[src/hw/rtl/page_frame_bitmap_allocator_macros.svh]
// Assertion macros for the page frame bitmap allocator.
`ifndef PAGE_FRAME_BITMAP_ALLOCATOR_MACROS_SVH
`define PAGE_FRAME_BITMAP_ALLOCATOR_MACROS_SVH
`ifndef SYNTHESIS
`define PFBA_ASSERT(label, prop, msg) \
  label: assert property (@(posedge clk_i) disable iff (!rst_ni) (prop)) else $error(msg);
`define PFBA_ASSERT_NEVER(label, cond, msg) \
  `PFBA_ASSERT(label, !(cond), msg)
`else
`define PFBA_ASSERT(label, prop, msg)
`define PFBA_ASSERT_NEVER(label, cond, msg)
`endif
`endif

[src/hw/rtl/pfba_pkg.sv]
// Shared types and constants of the page frame bitmap allocator.
package pfba_pkg;
  localparam int PG_W       = 21;
  localparam int REQ_W      = 16;
  localparam int CFG_W      = 16;
  localparam int PAGE_SHIFT = 12;
  localparam int WORD_W     = 32;

  localparam logic [1:0] OP_FREE  = 2'd0;
  localparam logic [1:0] OP_USED  = 2'd1;
  localparam logic [1:0] OP_ALLOC = 2'd2;

  localparam logic CFG_PAGE_COUNT = 1'b0;
  localparam logic CFG_FLOOR      = 1'b1;

  typedef struct packed {
    logic [1:0]       op;
    logic [31:0]      range_begin;
    logic [31:0]      range_end;
    logic [REQ_W-1:0] page_request;
  } in_t;

  typedef struct packed {
    logic [31:0] alloc_address;
    logic        alloc_failed;
  } out_t;

  typedef struct packed {
    logic             found;
    logic             fail;
    logic [REQ_W-1:0] run;
    logic [PG_W-1:0]  start;
  } run_step_t;

  typedef enum logic [3:0] {
    ST_CLEAR, ST_IDLE, ST_DECODE, ST_CLIP, ST_MARK_RD, ST_MARK_WR,
    ST_SCAN_RD, ST_SCAN_BITS, ST_RESP
  } state_e;
endpackage

[src/hw/rtl/pfba_run_finder.sv]
// Eight-page step of the first-fit free run search.
module pfba_run_finder (
  input  logic [pfba_pkg::PG_W-1:0]  base_i,
  input  logic [2:0]                 skip_i,
  input  logic [7:0]                 bits_i,
  input  logic [pfba_pkg::PG_W-1:0]  size_i,
  input  logic [pfba_pkg::REQ_W-1:0] req_i,
  input  logic [pfba_pkg::REQ_W-1:0] run_i,
  input  logic [pfba_pkg::PG_W-1:0]  start_i,
  output pfba_pkg::run_step_t        step_o
);
  import pfba_pkg::*;

  always_comb begin
    logic            done;
    logic [PG_W-1:0] pg;
    done   = 1'b0;
    pg     = '0;
    step_o = '{found: 1'b0, fail: 1'b0, run: run_i, start: start_i};
    for (int k = 0; k < 8; k++) begin
      pg = {base_i[PG_W-1:3], 3'(k)};
      if (!done && (3'(k) >= skip_i)) begin
        if (pg >= size_i) begin
          step_o.fail = 1'b1;
          done        = 1'b1;
        end else if (bits_i[k]) begin
          if (step_o.run == '0) begin
            step_o.start = pg;
          end
          step_o.run = step_o.run + 1'b1;
          if (step_o.run == req_i) begin
            step_o.found = 1'b1;
            done         = 1'b1;
          end
        end else begin
          step_o.run = '0;
        end
      end
    end
  end
endmodule
[config.mk]
export PLATFORM = sky130hd
export DESIGN_NAME = pfba_run_finder
export DESIGN_NICKNAME = d
export VERILOG_FILES = /design/src/hw/rtl/page_frame_bitmap_allocator_macros.svh /design/src/hw/rtl/pfba_pkg.sv /design/src/hw/rtl/pfba_run_finder.sv
export SDC_FILE = /design/constraint.sdc
export NUM_CORES = 1
export LEC_CHECK = 0
export BUFFER_PORTS_ARGS = -buffer_cell sky130_fd_sc_hd__buf_2
export CORE_MARGIN = 4
export CORE_UTILIZATION = 44
export DETAILED_ROUTE_END_ITERATION = 12
export PLACE_DENSITY = 0.75
export SETUP_SLACK_MARGIN = 0.05
export SLEW_MARGIN = 20
export SYNTH_ARGS = -nofsm -noshare
export SYNTH_HDL_FRONTEND = slang
export SYNTH_SLANG_ARGS = --single-unit
[constraint.sdc]
create_clock -name vclk -period 13.4
set_clock_uncertainty 0.2 [all_clocks]
set_input_delay 1.34 -clock vclk [all_inputs]
set_output_delay 1.34 -clock vclk [all_outputs]
set_load 0.02 [all_outputs]
==> impl_results.md <==
- Routed wire length: 75.36 mm
- Total nets after synthesis: 2049
- Max rail drop VDD: 0.04591 mV
- Number of antenna violations at the first check in global routing: 2
- Input/output buffers: 142
- Maxcap violations: 0
- Fmax achieved: 0.07087 GHz
- Data arrival, critical path: 12.57 ns
- ANT cells: 0
- Starting density of the core: 44.54%
- Fin crit period: 14.11 ns
- Slew margin rel.: 43.68%
- Top area cells in the synthesized netlist: sky130_fd_sc_hd__xnor2_1, sky130_fd_sc_hd__nand3_1, sky130_fd_sc_hd__a21oi_1
- PD cells: 68.64 nW/um2
- Status: complete, but fails checks
- Min-Delay Path Class: in2out
- Worst setup slack after placement: -0.8483 ns
- Number of distinct library cells after synthesis: 130
- Gate count after technology mapping: 1908
- DR DRC count: 0
- Switching portion of total power: 54.56%
- Total power draw: 1.429 mW
- Maximum fanout count along the critical path: 13
- Sequential cells: 0
- Leakage dissipation: 8.618 nW
- Storage cell area: 0 um2
- Power share of the combinational group: 100.0%
- DP HPWL: 56.05 mm
- Fraction of post-synthesis cell area in the top cell type by area: 8.770%
- Number of instances in the placed design: 2949
- Final worst-path cycle share: 105.3%
- Fraction of layout cells with a size suffix above 1: 45.96%
- Int Power: 0.6493 mW
- Final instance count without filler cells: 3032
- Finished Core Util: 72.53%
- Hold slack final: 2.793 ns
- Die X: 178.5 um
- Global-route wire length before repair: 106.4 mm
- Iteration-0 DRC Markers: 2480
- Maximum number of pins on one net before global-route repair: 27
- Per-cell routed wire length: 24.86 um
- Area occupied by multi-input gates: 13280 um2
- Number of antenna-violating nets in the routed design: 0
- Non-Filler Cell Area, Final: 20820 um2
- Endpoint with the worst hold slack: step_o[13]
- Failing checks: setup timing
- Routed vias: 20170
- Hold Vio Cnt, Final: 0
- Dominant cell type by area after synthesis: sky130_fd_sc_hd__xnor2_1
- Bufs and invs on worst path: 14
- Element type at the critical path end: output port
- Io pins: 145
- Mean instance size in the synthesized netlist: 6.700 um2
- Final Max Tran Viols: 0
- Synth-to-layout area growth: 62.86%
- Vias per Instance: 6.653
- Number of cells traversed by the worst hold path: 3
- Setup CP Type: in2out
- Unrepaired setup endpoints after global routing: yes
- First-pass iteration count of the detailed router: 8
- Gpl congestion: 0.9814
- Final setup violation count: 38
- Clk network pwr share: 0%
- Placement-stage cell area: 18750 um2
- Vias in the first global route: 18600
- Total core area: 28700 um2
- Most repeated library cell on the critical path: sky130_fd_sc_hd__buf_4
- Grt total ovfl: 0
- Clock buffer instance count of the final layout: 0
- # rows: 62
- Chip Height: 178.5 um
- Die outline area: 31840 um2
- Part of the total power dissipated in sequential elements: 0%
- Fill count: 2321
- Number of warnings reported in the yosys synthesis log: 0
- Post-layout nets: 2791
- Netlist area before placement: 12780 um2
- Startpoint type of the worst setup path: input port
- Net switching power: 0.7797 mW
- Number of hold-repair buffers added at the cts stage: 0
- Portion of the post-synthesis area used by sequential elements: 0%
- Worst Path Required: 11.86 ns
- Aggregate global-route resource usage: 42.15%
- Slowest cell delay on critical path: 0.69 ns
- Hold path start: start_i[13]
- CP max stage cell: sky130_fd_sc_hd__o211ai_1
- Minimum setup slack in the final design: -0.7104 ns
- TNS Setup: -14.06 ns
- CP top delay family: simple AND/OR/NAND/NOR gates
- Transition time at the pin with the least slew margin: 0.8410 ns
[routing by layer]
metal	wire length (um)	global-route usage [%]	vias up	share of wire [%]
met1	28740	53.65	9550	38
li1	-	-	8937	-
met4	5508	24.05	6	7.3
met5	78	0	-	0.10
met2	32700	67.31	1323	43
met3	8328	6.846	357	11
[kinds of logic after synthesis]
family	share of synthesized area (%)
AOI/OAI and AO/OA	35.13
xor gates and xnor gates	11.56
adders and majority gates	3.426
buffers and inverters	7.478
muxes	4.541
and+or+nand+nor	37.87
[synth_stat cells (26+ instances only)]
master and count:
sky130_fd_sc_hd__a211oi_1 30, sky130_fd_sc_hd__a21oi_1 113, sky130_fd_sc_hd__a31oi_1 35, sky130_fd_sc_hd__and2_1 26, sky130_fd_sc_hd__and3_1 46, sky130_fd_sc_hd__buf_2 47, sky130_fd_sc_hd__clkbuf_1 75, sky130_fd_sc_hd__ha_1 35
sky130_fd_sc_hd__inv_1 67, sky130_fd_sc_hd__nand2_1 150, sky130_fd_sc_hd__nand3_1 116, sky130_fd_sc_hd__nand4_1 60, sky130_fd_sc_hd__nor2_1 125, sky130_fd_sc_hd__nor3_1 67, sky130_fd_sc_hd__nor4_1 51, sky130_fd_sc_hd__o21ai_0 64
sky130_fd_sc_hd__or3_1 39, sky130_fd_sc_hd__xnor2_1 128, sky130_fd_sc_hd__xor2_1 26
[power by group through the flow]
stage | Combinational, mW | Sequential, mW | Clock [mW]
2_1_floorplan | 0.680 | 0 | 0
3_3_place_gp | 1.21 | 0 | 0
3_5_place_dp | 1.23 | 0 | 0
4_1_cts | 1.30 | 0 | 0
5_1_grt | 1.50 | 0 | 0
6_report | 1.43 | 0 | 0
[worst max-delay path by stage]
stage / from / endpoint / slack [ns] / cells after the start
final: size_i[5] / step_o[38] / -0.71 / 52
after CTS: base_i[14] / step_o[14] / 0.04 / 51
after detailed placement: base_i[8] / step_o[38] / -0.85 / 54
after global placement: base_i[8] / step_o[38] / -0.62 / 51
after global routing: size_i[12] / step_o[38] / -0.97 / 59
after floorplan: size_i[17] / step_o[11] / -0.15 / 56
[worst min-delay path: stages]
cell and delay, ns:
sky130_fd_sc_hd__buf_2 0.07, sky130_fd_sc_hd__mux2_4 0.13, sky130_fd_sc_hd__buf_6 0.11
[cells in the final DEF (no fill, tap or decap), drive strengths merged, types with 47 or more instances in the layout]
master / instances
xnor2: 129
a21oi: 114
nand3: 117
nand4: 63
nor2: 131
and3: 47
inv: 68
nand2: 153
nor4: 60
buf: 879
o21ai: 78
nor3: 72
[layout make-up]
class,instances,share of cell area (%)
Multi-Input combinational cell,1691,63.77
Tap cell,384,2.308
Inverter,76,1.539
Timing Repair Buffer,881,32.38
[repair_timing]
action | 4_1_cts | 5_1_grt
gates resized for setup | 163 | 151
pin swaps | 69 | 61
gates cloned | 1 | 2
setup endpoints to repair | 39 | 39
buffers inserted | 55 | 32
(Power assumes the default switching activity.)
